--- src/sv/mp3_pkg.sv ---
package mp3_pkg;

    // Geometry defaults for the top-level parameters
    localparam int MP3_MAX_WIDTH    = 256;
    localparam int MP3_MAX_CHANNELS = 64;
    localparam int MP3_MAX_HEIGHT   = 1024;

    // Window size, fixed by the pooling scheme
    localparam int WIN = 3;

    // Sample width (signed Q8.8)
    localparam int SAMPLE_W = 16;

    // Configuration register widths
    localparam int CFG_IDX_W    = 2;
    localparam int CFG_DATA_W   = 11;
    localparam int CFG_HEIGHT_W = 11;
    localparam int CFG_WIDTH_W  = 9;
    localparam int CFG_CHAN_W   = 7;

    // Configuration register indexes
    localparam logic [CFG_IDX_W-1:0] CFG_IMAGE_HEIGHT  = 2'd0;
    localparam logic [CFG_IDX_W-1:0] CFG_IMAGE_WIDTH   = 2'd1;
    localparam logic [CFG_IDX_W-1:0] CFG_CHANNEL_COUNT = 2'd2;
    localparam logic [CFG_IDX_W-1:0] CFG_POOL_MODE     = 2'd3;

    // Pool modes
    localparam logic MODE_3X3 = 1'b0;
    localparam logic MODE_3X1 = 1'b1;

    // Depth of the queue between front and back
    localparam int QDEPTH = 4;

    // Per-item control flags handed from front to back
    typedef struct packed {
        logic first;   // first sample of its window: overwrite the store entry
        logic emit;    // last sample of its window: deliver the maximum
        logic done;    // last pooled value of the image
    } mp3_ctl_t;

    localparam int CTL_W = $bits(mp3_ctl_t);

endpackage

--- src/sv/mp3_queue.sv ---
module mp3_queue
    import mp3_pkg::*;
#(
    parameter int DW    = 8,
    parameter int DEPTH = QDEPTH
)
(
    input  logic          clk,
    input  logic          rst_n,
    input  logic          push,
    input  logic [DW-1:0] wdata,
    input  logic          pop,
    output logic [DW-1:0] rdata,
    output logic          full,
    output logic          empty
);

    localparam int PW = (DEPTH > 1) ? $clog2(DEPTH) : 1;
    localparam int NW = $clog2(DEPTH + 1);

    logic [DW-1:0] slot_reg [DEPTH];
    logic [PW-1:0] head_reg;
    logic [PW-1:0] tail_reg;
    logic [NW-1:0] count_reg;

    assign full  = (count_reg == NW'(DEPTH));
    assign empty = (count_reg == '0);
    assign rdata = slot_reg[head_reg];

    // Advance pointers and fill count
    always_ff @(posedge clk or negedge rst_n)
    begin
        if (!rst_n)
        begin
            head_reg  <= '0;
            tail_reg  <= '0;
            count_reg <= '0;
        end
        else
        begin
            if (push)
                tail_reg <= (32'(tail_reg) == DEPTH - 1) ? '0 : tail_reg + PW'(1);
            if (pop)
                head_reg <= (32'(head_reg) == DEPTH - 1) ? '0 : head_reg + PW'(1);
            if (push && !pop)
                count_reg <= count_reg + NW'(1);
            else if (pop && !push)
                count_reg <= count_reg - NW'(1);
        end
    end

    // Store the item at the tail
    always_ff @(posedge clk)
    begin
        if (push)
            slot_reg[tail_reg] <= wdata;
    end

endmodule

--- config.mk ---
export PLATFORM = sky130hd
export DESIGN_NAME = mp3_queue
export DESIGN_NICKNAME = d
export VERILOG_FILES = /design/src/sv/mp3_pkg.sv /design/src/sv/mp3_queue.sv
export SDC_FILE = /design/constraint.sdc
export NUM_CORES = 1
export LEC_CHECK = 0
export BUFFER_PORTS_ARGS = -buffer_cell sky130_fd_sc_hd__buf_2
export CELL_PAD_IN_SITES_DETAIL_PLACEMENT = 2
export CELL_PAD_IN_SITES_GLOBAL_PLACEMENT = 2
export CORE_AREA = 2 2 65 67
export DETAILED_ROUTE_END_ITERATION = 12
export DIE_AREA = 0 0 67 69
export PLACE_DENSITY_LB_ADDON = 0.1
export SLEW_MARGIN = 20
export SYNTH_ARGS = -nofsm -noshare
export SYNTH_HDL_FRONTEND = slang
export SYNTH_SLANG_ARGS = --single-unit
--- constraint.sdc ---
create_clock -name clk -period 1.5 [get_ports clk]
set_input_delay 0.075 -clock clk [delete_from_list [all_inputs] [get_ports clk]]
set_output_delay 0.075 -clock clk [all_outputs]
set_load 0.05 [all_outputs]
# Yosys cells after proc, flatten, opt, wreduce, memory -nomap -nowiden
# Memory sizes are Yosys's and may differ from the RTL's.
# Cells that the tools add are included.
[totals]
elab_cells = 23
output_inout_bits = 10
mem_count = 1
ff_bits = 7
in_bits = 12
ram_bits = 32
[classes]
addsub = 4
n_reduce_logical = 6
mux = 6
eq_ne = 3
[mem_list]
columns = ["memory", "depth", "word_bits", "read_ports", "rd_clocked_by_memory_dff", "write_ports", "line_no", "rtl"]
rows = [
  ["slot_reg", 4, 8, 1, 0, 1, "mp3_queue.sv:21", "logic [DW-1:0] slot_reg [DEPTH];"],
]
[ops]
columns = ["cell", "n"]
rows = [
  ["3-bit two-way mux", 2],
  ["2-bit by 1-bit adder with 2-bit output, second input constant", 2],
  ["2-bit == test, second input constant", 2],
  ["2-bit two-way mux", 2],
  ["3-bit by 1-bit adder with 3-bit output, second input constant", 1],
  ["3-bit == test, second input constant", 1],
  ["3-bit zero test", 1],
  ["3-bit by 1-bit subtractor with 3-bit output, second input constant", 1],
  ["1-bit logical AND", 2],
  ["1-bit zero test", 2],
  ["1-bit two-way mux", 2],
  ["2-bit nonzero test", 1],
]

# Longest topological paths before layout
[logic_depth]
word_depth = 4
ltp_mapped = 7
mapped_depth_nobuf = 7

# Worst setup path after synthesis
# Ideal clock, no wire load.
[synth_path]
path_type = "reg-to-output"
start = "register count_reg[0]"
end = "output port full"
setup_slack_ps = -156
t_required_ps = 1425
stages_incl_launch_ff = 2
arrival_time_ps = 1581
path_cell_list = "dfrtp_1 nor3b_1"
[synth_between]
elab_chain_len = 1
[synth_lines]
columns = ["item", "line_no", "rtl"]
rows = [
  ["from (decl)", "mp3_queue.sv:24", "logic [NW-1:0] count_reg;"],
  ["from (signal assigned)", "mp3_queue.sv:46", "count_reg <= count_reg + NW'(1);"],
  ["from (signal assigned)", "mp3_queue.sv:48", "count_reg <= count_reg - NW'(1);"],
  ["3-bit == test", "mp3_queue.sv:26", "assign full = (count_reg == NW'(DEPTH));"],
  ["to (decl)", "mp3_queue.sv:14", "output logic full,"],
]
# Every way passes these cells.

# Final worst setup path
[layout_path]
start = "register head_reg[0]"
end = "output port rdata[7]"
[layout_between]
elab_chain_len = 1
[layout_lines]
columns = ["item", "line_no", "rtl"]
rows = [
  ["from (decl)", "mp3_queue.sv:22", "logic [PW-1:0] head_reg;"],
  ["from (signal assigned)", "mp3_queue.sv:44", "head_reg <= (32'(head_reg) == DEPTH - 1) ? '0 : head_reg + PW'(1);"],
  ["memory 4 x 8 bit", "--", ""],
  ["to (decl)", "mp3_queue.sv:13", "output logic [DW-1:0] rdata,"],
]
# Every way passes these cells.

==> flow_summary.ini <==
[run_status]
status = complete, but fails checks
violations = negative setup slack

[min_path]
hold_class = in2reg
hp-start = wdata[0]
worst_hold_path.endpoint = slot_reg[3][0]
hold_depth = 1

[drt]
viasPerCell = 4.91
num_vias = 829
ant_nets = 0
drc = 0
dr.pass1.iters = 2
initialDrtViolationCount = 51
routed_wl_um = 3000
wl_per_cell_um = 17.7

[layout]
layout_common_cells = edfxtp_1, buf_2, mux4_2, buf_6, dlygate4sd3_1
largest_reg_flops = 32
fin_nets = 137
layout_commonest_cell = edfxtp_1
diodes = 0
area_delta_synth_final_pct = 29.4
drive_gt1_share_pct = 40.3

[die]
placement_rows = 23
ioPinCount = 22
core_um2 = 3910
die_h_um = 69
dieWidth_um = 67
start_util_pct = 40.1
dieArea_um2 = 4620

[clock_tree]
path_clk_slew_ns = 0.07
htree_num_levels = 2
clk_path_buf_depth = 2
worstSkewPairLatency_ns = 0.29
cts_buffers = 5
clockRootBuffer = clkbuf_8
numClockSinks = 39
cts_tree = built

[sta]
slew_headroom_pct = 81.8
worstMarginPinSlew_ns = 0.274
clock.fmax_mhz = 628
setup_viol = 8
worst_slack_ns = -0.0914
slew_violations = 0
fin_worst_skew_ns = 0.00638
period_needed_ns = 1.59
rsz0062_at_grt = true
finalCritPeriodShare_pct = 106
finalHoldViolations = 0

[place]
port_buffers = 21
gp_congestion = 0.635
place_ws_ns = 0.0674

[global_route]
overflow = 0
grt_max_degree = 12
grt_pass1_wl_um = 5020
grt_pass1_vias = 896
antenna_found_initial = 0
grt_usage_pct = 15.8

[synthesis]
synth_top_area_share_pct = 61.3
synth-seq-area-share_pct = 72.5
ys_seq_elements = 39
yosysUniqueCellTypes = 18
yosys_warnings = 0
synthesis.nets = 98
syn_area_um2 = 1570
synth_cells = 79
synthTopCellsByArea = edfxtp_1, mux4_2, dfrtp_1
avgSynthCellArea_um2 = 19.8
synth_top_area_cell = edfxtp_1

[power_and_ir_drop]
p_leak_nw = 0.768
combPwrFrac_pct = 43.3
p_total_mw = 4.05
p_int_mw = 2.54
powerDensity_nw_per_um2 = 2000
p_clk_share_pct = 16.5
netSwitchingPower_mw = 1.51
swShare_pct = 37.3
sequentialPowerShare_pct = 40.1
ir_worst_vdd_v = 0.00109

[critical_path]
rr_worst_depth = 4
cp_cell_sequence = buf_12 > mux4_2 > buf_6
r2r_start = count_reg[0]
crit_path_max_incr_delay_ns = 0.52
arrival_ns = 1.52
crit_type = reg2out
cpMaxStageDelayCell = mux4_2
crit_required_ns = 1.42
timing.critical_path.from = head_reg[0]
end_kind = primary output
cp_max_fo = 8
cp_num_buf_inv = 2
reg2reg_to = count_reg[2]
reg2reg_slack_ns = 0.11
startpoint_type = flip-flop
critical_path.top_delay_family = multiplexers

[job]
maxCapViolCount = 0
==> layer usage <==
layer | share of wire [%] | routed length [um] | track usage, %
met5 | 0 | 0 | 0
met4 | 2.6 | 79 | 8.84
met3 | 3.4 | 102 | 4.40
met2 | 51 | 1540 | 25.2
met1 | 43 | 1280 | 19.1
==> worst max-delay path by stage <==
stage               depth (start not counted)           end
detailed placement                          3      rdata[7]
finish                                      3      rdata[7]
floorplan                                   4  count_reg[2]
global route                                3      rdata[7]
CTS                                         3      rdata[7]
global placement                            8  count_reg[2]
==> cells in the mapped netlist (all sizes together) <==
library cell	count
xnor2	1
nor3b	1
a21o	1
nand2	2
mux2	2
ha	6
nor2	2
o21ai	2
inv	4
buf	2
xor2	2
mux4	8
nor3	2
fa	1
dfrtp	7
edfxtp	32
and2	4
==> per-stage QoR <==
stage	TNS, ns	instance area, um^2	instances	util (%)	hold slack (ns)
floorplan	0	1580	79	-	-0.221
global placement	0	1820	153	46.4	-0.0820
detailed placement	0	1820	153	46.4	-0.0794
CTS	-0.826	2030	169	51.8	0.00362
global route	-1.10	2030	169	51.8	0.00422
finish	-0.630	2030	169	51.8	0.0186
==> cells by family (layout without fill, tap and decap cells) <==
family | count (synthesis) | in the layout | share of synthesized area (%)
DFF | 39 | 39 | 72.5
muxes | 10 | 10 | 12.9
buffers and inverters | 6 | 46 | 1.99
adders and majority gates | 7 | 7 | 6.07
AOI/OAI and AO/OA | 3 | 3 | 1.20
and+or+nand+nor | 11 | 11 | 3.67
xor gates and xnor gates | 3 | 3 | 1.68
==> power by group through the flow <==
| stage | Clock (mW) | Combinational, mW | Sequential [mW] |
|---|---|---|---|
| 2_1_floorplan | 0 | 1.19 | 1.54 |
| 3_3_place_gp | 0 | 1.51 | 1.63 |
| 6_report | 0.669 | 1.75 | 1.62 |
| 5_1_grt | 0.741 | 1.89 | 1.66 |
| 4_1_cts | 0.702 | 1.78 | 1.63 |
| 3_5_place_dp | 0 | 1.55 | 1.66 |
==> what timing repair did <==
item                       CTS  global route
buffers inserted             1             0
hold endpoints to repair    30             0
hold buffers                 7             0
setup endpoints to repair    8             8
resized for setup           18             0
==> layout make-up <==
type / count / area [um^2]
Clock buffer: 7 / 76.3
Clock inverter: 1 / 5.00
Timing Repair Buffer: 34 / 320
Inverter: 4 / 15.0
Sequential cell: 39 / 1140
Tap cell: 50 / 62.6
Fill cell: 360 / 1890
Multi-Input combinational cell: 34 / 410
No activity file was read; power rests on OpenSTA's default activity.
