[config.mk]
export PLATFORM = sky130hd
export DESIGN_NAME = mp3_front
export DESIGN_NICKNAME = d
export VERILOG_FILES = /design/src/sv/mp3_pkg.sv /design/src/sv/mp3_front.sv
export SDC_FILE = /design/constraint.sdc
export NUM_CORES = 1
export LEC_CHECK = 0
export ABC_CLOCK_PERIOD_IN_PS = 7200
export BUFFER_PORTS_ARGS = -buffer_cell sky130_fd_sc_hd__buf_2
export CAP_MARGIN = 0
export CORE_MARGIN = 4
export CORE_UTILIZATION = 35
export DETAILED_ROUTE_END_ITERATION = 10
export HOLD_SLACK_MARGIN = 0.1
export PLACE_DENSITY_LB_ADDON = 0.08
export SLEW_MARGIN = 5
export SYNTH_ARGS = -nofsm -noshare
export SYNTH_HDL_FRONTEND = slang
export SYNTH_SLANG_ARGS = --single-unit
[constraint.sdc]
create_clock -name clk -period 7.2 [get_ports clk]
set_input_delay 0.72 -clock clk [delete_from_list [all_inputs] [get_ports clk]]
set_output_delay 0.72 -clock clk [all_outputs]
set_load 0.005 [all_outputs]
[src/sv/mp3_pkg.sv]
package mp3_pkg;

    // Geometry defaults for the top-level parameters
    localparam int MP3_MAX_WIDTH    = 256;
    localparam int MP3_MAX_CHANNELS = 64;
    localparam int MP3_MAX_HEIGHT   = 1024;

    // Window size, fixed by the pooling scheme
    localparam int WIN = 3;

    // Sample width (signed Q8.8)
    localparam int SAMPLE_W = 16;

    // Configuration register widths
    localparam int CFG_IDX_W    = 2;
    localparam int CFG_DATA_W   = 11;
    localparam int CFG_HEIGHT_W = 11;
    localparam int CFG_WIDTH_W  = 9;
    localparam int CFG_CHAN_W   = 7;

    // Configuration register indexes
    localparam logic [CFG_IDX_W-1:0] CFG_IMAGE_HEIGHT  = 2'd0;
    localparam logic [CFG_IDX_W-1:0] CFG_IMAGE_WIDTH   = 2'd1;
    localparam logic [CFG_IDX_W-1:0] CFG_CHANNEL_COUNT = 2'd2;
    localparam logic [CFG_IDX_W-1:0] CFG_POOL_MODE     = 2'd3;

    // Pool modes
    localparam logic MODE_3X3 = 1'b0;
    localparam logic MODE_3X1 = 1'b1;

    // Depth of the queue between front and back
    localparam int QDEPTH = 4;

    // Per-item control flags handed from front to back
    typedef struct packed {
        logic first;   // first sample of its window: overwrite the store entry
        logic emit;    // last sample of its window: deliver the maximum
        logic done;    // last pooled value of the image
    } mp3_ctl_t;

    localparam int CTL_W = $bits(mp3_ctl_t);

endpackage

[src/sv/mp3_front.sv]
module mp3_front
    import mp3_pkg::*;
#(
    parameter int MAX_WIDTH    = MP3_MAX_WIDTH,
    parameter int MAX_CHANNELS = MP3_MAX_CHANNELS,
    parameter int MAX_HEIGHT   = MP3_MAX_HEIGHT,
    parameter int AW           = 14
)
(
    input  logic                       clk,
    input  logic                       rst_n,
    input  logic                       cfg_write,
    input  logic [CFG_IDX_W-1:0]       cfg_index,
    input  logic [CFG_DATA_W-1:0]      cfg_data,
    input  logic                       in_valid,
    input  logic                       q_full,
    input  logic signed [SAMPLE_W-1:0] sample,
    output logic                       push,
    output logic [AW-1:0]              push_idx,
    output logic signed [SAMPLE_W-1:0] push_sample,
    output mp3_ctl_t                   push_ctl
);

    localparam int HW  = $clog2(MAX_HEIGHT + 1);
    localparam int HXW = HW + 2;
    localparam int WW  = $clog2(MAX_WIDTH + 1);
    localparam int WXW = WW + 2;
    localparam int CHW = $clog2(MAX_CHANNELS + 1);
    localparam int KW  = (MAX_CHANNELS > 1) ? $clog2(MAX_CHANNELS) : 1;

    // Configuration registers
    logic [CFG_HEIGHT_W-1:0] height_reg;
    logic [CFG_WIDTH_W-1:0]  width_reg;
    logic [CFG_CHAN_W-1:0]   chan_reg;
    logic                    mode_reg;

    // Stream position
    logic [KW-1:0] k_reg;
    logic [WW-1:0] c_reg;
    logic [1:0]    m3_reg;
    logic [WW-1:0] w3_reg;
    logic [HW-1:0] r_reg;
    logic [1:0]    l_reg;

    logic [HW-1:0]  h_cl;
    logic [WW-1:0]  w_cl;
    logic [CHW-1:0] ch_cl;
    logic           accept;
    logic [HW-1:0]  rb;
    logic [WW-1:0]  cb;
    logic           row_ok;
    logic           row_last;
    logic           col_ok;
    logic           first_col;
    logic           last_col;
    logic           win_last;
    logic [WW-1:0]  win_sel;
    logic           k_last;
    logic [CHW-1:0] k_inc;
    logic [WXW-1:0] c_inc;
    logic [HXW-1:0] r_inc;

    // Saturate the registers to their usable ranges
    always_comb
    begin
        if (height_reg < CFG_HEIGHT_W'(WIN))
            h_cl = HW'(WIN);
        else if (32'(height_reg) > MAX_HEIGHT)
            h_cl = HW'(MAX_HEIGHT);
        else
            h_cl = HW'(height_reg);

        if (width_reg == '0)
            w_cl = WW'(1);
        else if (32'(width_reg) > MAX_WIDTH)
            w_cl = WW'(MAX_WIDTH);
        else
            w_cl = WW'(width_reg);

        if (chan_reg == '0)
            ch_cl = CHW'(1);
        else if (32'(chan_reg) > MAX_CHANNELS)
            ch_cl = CHW'(MAX_CHANNELS);
        else
            ch_cl = CHW'(chan_reg);
    end

    assign accept = in_valid && !q_full;

    // Classify the item: window, first and last sample, image end
    always_comb
    begin
        rb       = r_reg - HW'(l_reg);
        cb       = c_reg - WW'(m3_reg);
        row_ok   = (HXW'(rb) + HXW'(WIN)) <= HXW'(h_cl);
        row_last = (l_reg == 2'(WIN - 1)) && ((HXW'(rb) + HXW'(2 * WIN)) > HXW'(h_cl));
        k_inc    = CHW'(k_reg) + CHW'(1);
        k_last   = k_inc >= ch_cl;
        c_inc    = WXW'(c_reg) + WXW'(1);
        r_inc    = HXW'(r_reg) + HXW'(1);

        if (mode_reg == MODE_3X1)
        begin
            col_ok    = 1'b1;
            first_col = 1'b1;
            last_col  = 1'b1;
            win_sel   = c_reg;
            win_last  = (WXW'(c_reg) + WXW'(1)) >= WXW'(w_cl);
        end
        else if (w_cl >= WW'(WIN))
        begin
            col_ok    = (WXW'(cb) + WXW'(WIN)) <= WXW'(w_cl);
            first_col = (m3_reg == 2'd0);
            last_col  = (m3_reg == 2'(WIN - 1));
            win_sel   = w3_reg;
            win_last  = (WXW'(cb) + WXW'(2 * WIN)) > WXW'(w_cl);
        end
        else
        begin
            col_ok    = 1'b1;
            first_col = (c_reg == '0);
            last_col  = (WXW'(c_reg) + WXW'(1)) >= WXW'(w_cl);
            win_sel   = '0;
            win_last  = 1'b1;
        end

        push_idx       = AW'(win_sel) * AW'(MAX_CHANNELS) + AW'(k_reg);
        push_sample    = sample;
        push_ctl.first = (l_reg == 2'd0) && first_col;
        push_ctl.emit  = (l_reg == 2'(WIN - 1)) && last_col;
        push_ctl.done  = push_ctl.emit && row_last && win_last && k_last;
        push           = accept && row_ok && col_ok;
    end

    // Hold configuration and advance the stream position
    always_ff @(posedge clk or negedge rst_n)
    begin
        if (!rst_n)
        begin
            height_reg <= CFG_HEIGHT_W'(WIN);
            width_reg  <= CFG_WIDTH_W'(WIN);
            chan_reg   <= CFG_CHAN_W'(1);
            mode_reg   <= MODE_3X3;
            k_reg      <= '0;
            c_reg      <= '0;
            m3_reg     <= '0;
            w3_reg     <= '0;
            r_reg      <= '0;
            l_reg      <= '0;
        end
        else if (cfg_write)
        begin
            case (cfg_index)
                CFG_IMAGE_HEIGHT:  height_reg <= cfg_data[CFG_HEIGHT_W-1:0];
                CFG_IMAGE_WIDTH:   width_reg  <= cfg_data[CFG_WIDTH_W-1:0];
                CFG_CHANNEL_COUNT: chan_reg   <= cfg_data[CFG_CHAN_W-1:0];
                CFG_POOL_MODE:     mode_reg   <= cfg_data[0];
                default:           mode_reg   <= mode_reg;
            endcase
            // restart at the top of a new image
            k_reg  <= '0;
            c_reg  <= '0;
            m3_reg <= '0;
            w3_reg <= '0;
            r_reg  <= '0;
            l_reg  <= '0;
        end
        else if (accept)
        begin
            if (!k_last)
                k_reg <= k_reg + KW'(1);
            else
            begin
                k_reg <= '0;
                if (c_inc >= WXW'(w_cl))
                begin
                    c_reg  <= '0;
                    m3_reg <= '0;
                    w3_reg <= '0;
                    if (r_inc >= HXW'(h_cl))
                    begin
                        r_reg <= '0;
                        l_reg <= '0;
                    end
                    else
                    begin
                        r_reg <= r_inc[HW-1:0];
                        l_reg <= (l_reg == 2'(WIN - 1)) ? 2'd0 : l_reg + 2'd1;
                    end
                end
                else
                begin
                    c_reg <= c_inc[WW-1:0];
                    if (m3_reg == 2'(WIN - 1))
                    begin
                        m3_reg <= 2'd0;
                        w3_reg <= w3_reg + WW'(1);
                    end
                    else
                        m3_reg <= m3_reg + 2'd1;
                end
            end
        end
    end

endmodule

## Word level (Yosys, flattened, before mapping)

Cells that the tools add are included.

| cells by class | value |
|---|---|
| reductions and logical operators | 27 |
| muxes and demuxes | 44 |
| $lt $le $gt $ge | 12 |
| add/sub/neg operators | 14 |
| eq/ne operators | 5 |

Operators with widths:

| kind | count |
|---|---|
| 2-to-1 mux 9 bit | 11 |
| 2-to-1 mux 11 bit | 7 |
| 2-to-1 mux 2 bit | 11 |
| logical NOT 9 bit | 2 |
| 2-to-1 mux 6 bit | 3 |
| 2-to-1 mux 8 bit | 2 |
| adder 14 x 6 -> 14 bit | 1 |
| 2-to-1 mux 7 bit | 2 |
| adder 11 x 1 -> 12 bit (second input constant) | 1 |
| adder 11 x 2 -> 12 bit (second input constant) | 1 |
| adder 11 x 3 -> 12 bit (second input constant) | 1 |
| greater-or-equal comparator 12 x 11 -> 1 bit | 1 |
| greater-than comparator 12 x 11 -> 1 bit | 1 |
| <= comparator 12 x 11 -> 1 bit | 1 |
| greater-than comparator 11 bit (second input constant) | 1 |
| less-than comparator 11 x 2 -> 1 bit (second input constant) | 1 |
| subtractor 11 x 2 -> 11 bit | 1 |
| adder 9 x 1 -> 10 bit (second input constant) | 1 |
| adder 9 x 2 -> 10 bit (second input constant) | 1 |
| adder 9 x 3 -> 10 bit (second input constant) | 1 |
| greater-or-equal comparator 10 x 9 -> 1 bit | 1 |
| greater-than comparator 10 x 9 -> 1 bit | 1 |
| <= comparator 10 x 9 -> 1 bit | 1 |
| AND reduction 2 bit | 5 |
| other kinds (19) | 43 |

| word-level totals | value |
|---|---|
| word-level logic and storage cells | 112 |
| register bits after elaboration | 67 |

## Depth between registers and ports, before layout

| logic depth | value |
|---|---|
| depth in word-level cells | 10 |
| mapped depth | 19 |

## Worst setup path before layout

OpenSTA, ideal clock, no wires.

| timing path | value |
|---|---|
| kind | register to output |
| start | register r_reg[0] |
| end | output push |
| data arrival time | 3.710 ns |
| slack | 2.770 ns |
| required time | 6.480 ns |
| buffers on the path | 0 |
| stages on the path, launching flop included | 19 |
| cells stage by stage | dfrtp_1 inv_1 ha_1 inv_1 fa_1 xor2_1 inv_1 ha_1 a21oi_1 nand2_1 o21ai_0 o22ai_1 xor2_1 ha_1 nand4_1 o211a_1 or4_1 o2111ai_1 nor3_1 |

| between the ends | value |
|---|---|
| cells in the longest elaborated chain, start to end | 5 |

RTL lines:

| item | line | source |
|---|---|---|
| start: declaration | mp3_front.sv:42 | `logic [HW-1:0] r_reg;` |
| start signal: assignment | mp3_front.sv:187 | `r_reg <= r_inc[HW-1:0];` |
| subtractor 11 x 2 -> 11 bit | mp3_front.sv:93 | `rb = r_reg - HW'(l_reg);` |
| adder 11 x 2 -> 12 bit | mp3_front.sv:95 | `row_ok = (HXW'(rb) + HXW'(WIN)) <= HXW'(h_cl);` |
| <= comparator 12 x 11 -> 1 bit | mp3_front.sv:95 |  |
| logical AND 1 bit (2 in series) | mp3_front.sv:132 | `push = accept && row_ok && col_ok;` |
| end: declaration | mp3_front.sv:18 | `output logic push,` |

Every way passes these cells.

## Worst setup path after layout

Same ends and word-level chain as after synthesis.

==> results.sh <==
export IMPL_drc=0
export IMPL_critical_path_class="flop to primary output"
export IMPL_period_needed_ns=5.45
export IMPL_hold_slack_ns=0.536
export IMPL_worst_pin_slew_ns=1.00
export IMPL_layout_commonest_cell="ha_1"
export IMPL_synth_avg_cell_area_um2=8.63
export IMPL_leakagePower_nw=3.08
export IMPL_ioPinCount=68
export IMPL_worstHoldPathCells=1
export IMPL_synthCells=731
export IMPL_worstPathArrival_ns=4.73
export IMPL_via_per_inst=5.56
export IMPL_first_pass_iters=5
export IMPL_r2r_end="c_reg[2]"
export IMPL_antenna_found_initial=0
export IMPL_path_clk_slew_ns=0.05
export IMPL_finalClockSkew_ns=0.00924
export IMPL_numCtsBuffers=9
export IMPL_pre_cts_ws_ns=2.13
export IMPL_synth_seq_cells=66
export IMPL_core_area_mm2=0.0175
export IMPL_hpwl_um=13900
export IMPL_ir_drop_uv=125
export IMPL_cts_root_buf="clkbuf_16"
export IMPL_drive_gt1_frac=0.139
export IMPL_syn_area_mm2=0.00631
export IMPL_rsz0062_at_grt="false"
export IMPL_cts_tree="built"
export IMPL_synth_edf_count=0
export IMPL_post_cts_setup_buffers=0
export IMPL_yosys_most_used_dff="dfrtp_1"
export IMPL_final_setup_viol_count=0
export IMPL_synth_warnings=0
export IMPL_htree_num_levels=3
export IMPL_hold_end="height_reg[5]"
export IMPL_setup_tns_ns=0
export IMPL_die_x_um=142
export IMPL_clk_latency_ns=0.34
export IMPL_cap_violations=0
export IMPL_syn_to_final_growth_pct=8.59
export IMPL_clock_fmax_mhz=184
export IMPL_final_cell_mix="ha_1 (84), nand2_1 (75), dfrtp_1 (61)"
export IMPL_grt_pass1_vias=5513
export IMPL_min_delay_start="height_reg[5]"
export IMPL_synthesis_nets=851
export IMPL_cp_start_kind="flop"
export IMPL_status="finished clean"
export IMPL_relSlewSlack=0.323
export IMPL_rr_worst_depth=12
export IMPL_synth_seq_area_share=0.263
export IMPL_initial_utilization=0.361
export IMPL_drt_iter0_drc=328
export IMPL_ctsHoldBuffers=0
export IMPL_powerDensity_mw_per_mm2=265
export IMPL_synth_cell_types=68
export IMPL_rrSetupSlack_ns=3.17
export IMPL_io_buffer_count=35
export IMPL_drv_slew=0
export IMPL_stdcell_area_mm2=0.00685
export IMPL_cp_max_fo=11
export IMPL_postSynth_asyncResetShare=1.00
export IMPL_antenna_cells=0
export IMPL_crit_required_ns=6.48
export IMPL_grt_ovfl_total=0
export IMPL_worst_slack_ns=1.75
export IMPL_antenna_left=0
export IMPL_grt_max_degree=67
export IMPL_gp_congestion=0.879
export IMPL_avgRoutedWirePerCell_um=18.5
export IMPL_r2r_start="c_reg[1]"
export IMPL_routed_wl_um=17800
export IMPL_worstHoldPathType="flop to flop"
export IMPL_grt_first_pass_wirelength_um=29100
export IMPL_final_nets=855
export IMPL_period_share=0.757
export IMPL_cts_resized=0
export IMPL_gr_usage_all_layers=0.182
export IMPL_final_util=0.392
export IMPL_finalHoldViolCount=0
export IMPL_rows=48
export IMPL_crit_path_end_kind="primary output"
export IMPL_placed_cell_area_mm2=0.00655
export IMPL_die_area_mm2=0.0202
export IMPL_cts_sinks=66
export IMPL_cp_startpoint="r_reg[0]"
export IMPL_clk_path_buf_depth=2
export IMPL_vias=5361
export IMPL_die_h_um=142
[critical path, cell delays in order, from the launching register on]
cell and delay (ns):
dfrtp_1 0.41, inv_1 0.11, ha_1 0.18, inv_1 0.06, fa_1 0.44, or3_1 0.53, nand2_1 0.13, a21oi_1 0.07
o22ai_1 0.64, nor2_1 0.13, xnor2_1 0.16, ha_1 0.33, a211o_1 0.30, a21oi_1 0.12, o211a_1 0.14, or4_1 0.10
o2111ai_1 0.10, nor3_1 0.28, buf_2 0.16
[Yosys cell counts (3+ instances only)]
library cell | number | area, µm²
clkbuf_1 | 24 | 90.1
nand2_1 | 75 | 282
o22ai_1 | 4 | 25.0
nand3b_1 | 3 | 22.5
o2111ai_1 | 3 | 26.3
buf_2 | 3 | 15.0
nor3b_1 | 3 | 22.5
nor2b_1 | 12 | 75.1
nor3_1 | 17 | 85.1
nor2_1 | 58 | 218
nor4_1 | 12 | 75.1
or3_1 | 3 | 18.8
xor2_1 | 17 | 149
a22o_1 | 21 | 184
xnor2_1 | 36 | 315
nand4b_1 | 4 | 35.0
nand2b_1 | 8 | 50.1
buf_4 | 16 | 120
inv_1 | 25 | 93.8
o21a_1 | 7 | 52.6
nand3_1 | 27 | 135
dfstp_2 | 5 | 131
dfrtp_1 | 61 | 1530
o21ai_0 | 46 | 230
a32o_1 | 8 | 80.1
mux2_2 | 28 | 315
ha_1 | 84 | 1050
a21o_1 | 10 | 75.1
and3_1 | 7 | 43.8
o211ai_1 | 3 | 22.5
or4_1 | 3 | 22.5
nand4_1 | 10 | 62.6
or2_2 | 6 | 37.5
a21oi_1 | 32 | 160
a211oi_1 | 5 | 37.5
[through the flow]
| stage | instances | power [mW] |
|---|---|---|
| floorplan | 731 | 1.13 |
| global placement | 949 | 1.35 |
| detailed placement | 949 | 1.37 |
| CTS | 965 | 1.83 |
| global route | 965 | 1.99 |
| finish | 965 | 1.82 |
[layout make-up]
cell class / instances / area, µm²
Clock buffer: 12 / 246
Timing Repair Buffer: 38 / 198
Multi-Input combinational cell: 594 / 4320
Inverter: 26 / 97.6
Tap cell: 225 / 282
Sequential cell: 66 / 1660
Fill cell: 1809 / 10600
Clock inverter: 4 / 51.3
[where the power goes]
group | total, mW | internal, mW | switching [mW] | leakage, nW
Combinational | 0.906 | 0.373 | 0.533 | 2.08
Sequential | 0.464 | 0.415 | 0.0497 | 0.852
Clock | 0.448 | 0.278 | 0.170 | 0.143
Total | 1.82 | 1.07 | 0.753 | 3.08
[layer usage]
| metal | wire, µm | vias to the layer above | GRT usage |
|---|---|---|---|
| met4 | 242 | 0 | 0.0465 |
| met2 | 8530 | 104 | 0.309 |
| li1 | - | 2660 | - |
| met1 | 8200 | 2578 | 0.240 |
| met3 | 852 | 19 | 0.0313 |
| met5 | 0 | - | 0 |
[cell families (layout without fill, tap and decap cells)]
logic type               after synthesis  count (layout)  share of synthesized area
AO/OA/AOI/OAI                        162             162                      0.173
XOR/XNOR                              53              53                     0.0736
adder cells (fa/ha/maj)               86              86                      0.173
buffers and inverters                 71              80                     0.0536
flip-flops                            66              66                      0.263
multiplexers                          31              31                     0.0549
AND/OR/NAND/NOR                      262             262                      0.209
[how the worst max path moves through the flow]
stage	endpoint	slack, ns	cells after the start
final	push	1.75	18
after detailed placement	push	2.13	18
after global placement	push	2.19	18
after floorplan	push	2.77	18
after global routing	push	1.33	18
after CTS	push	1.74	18
(Power assumes the default switching activity.)
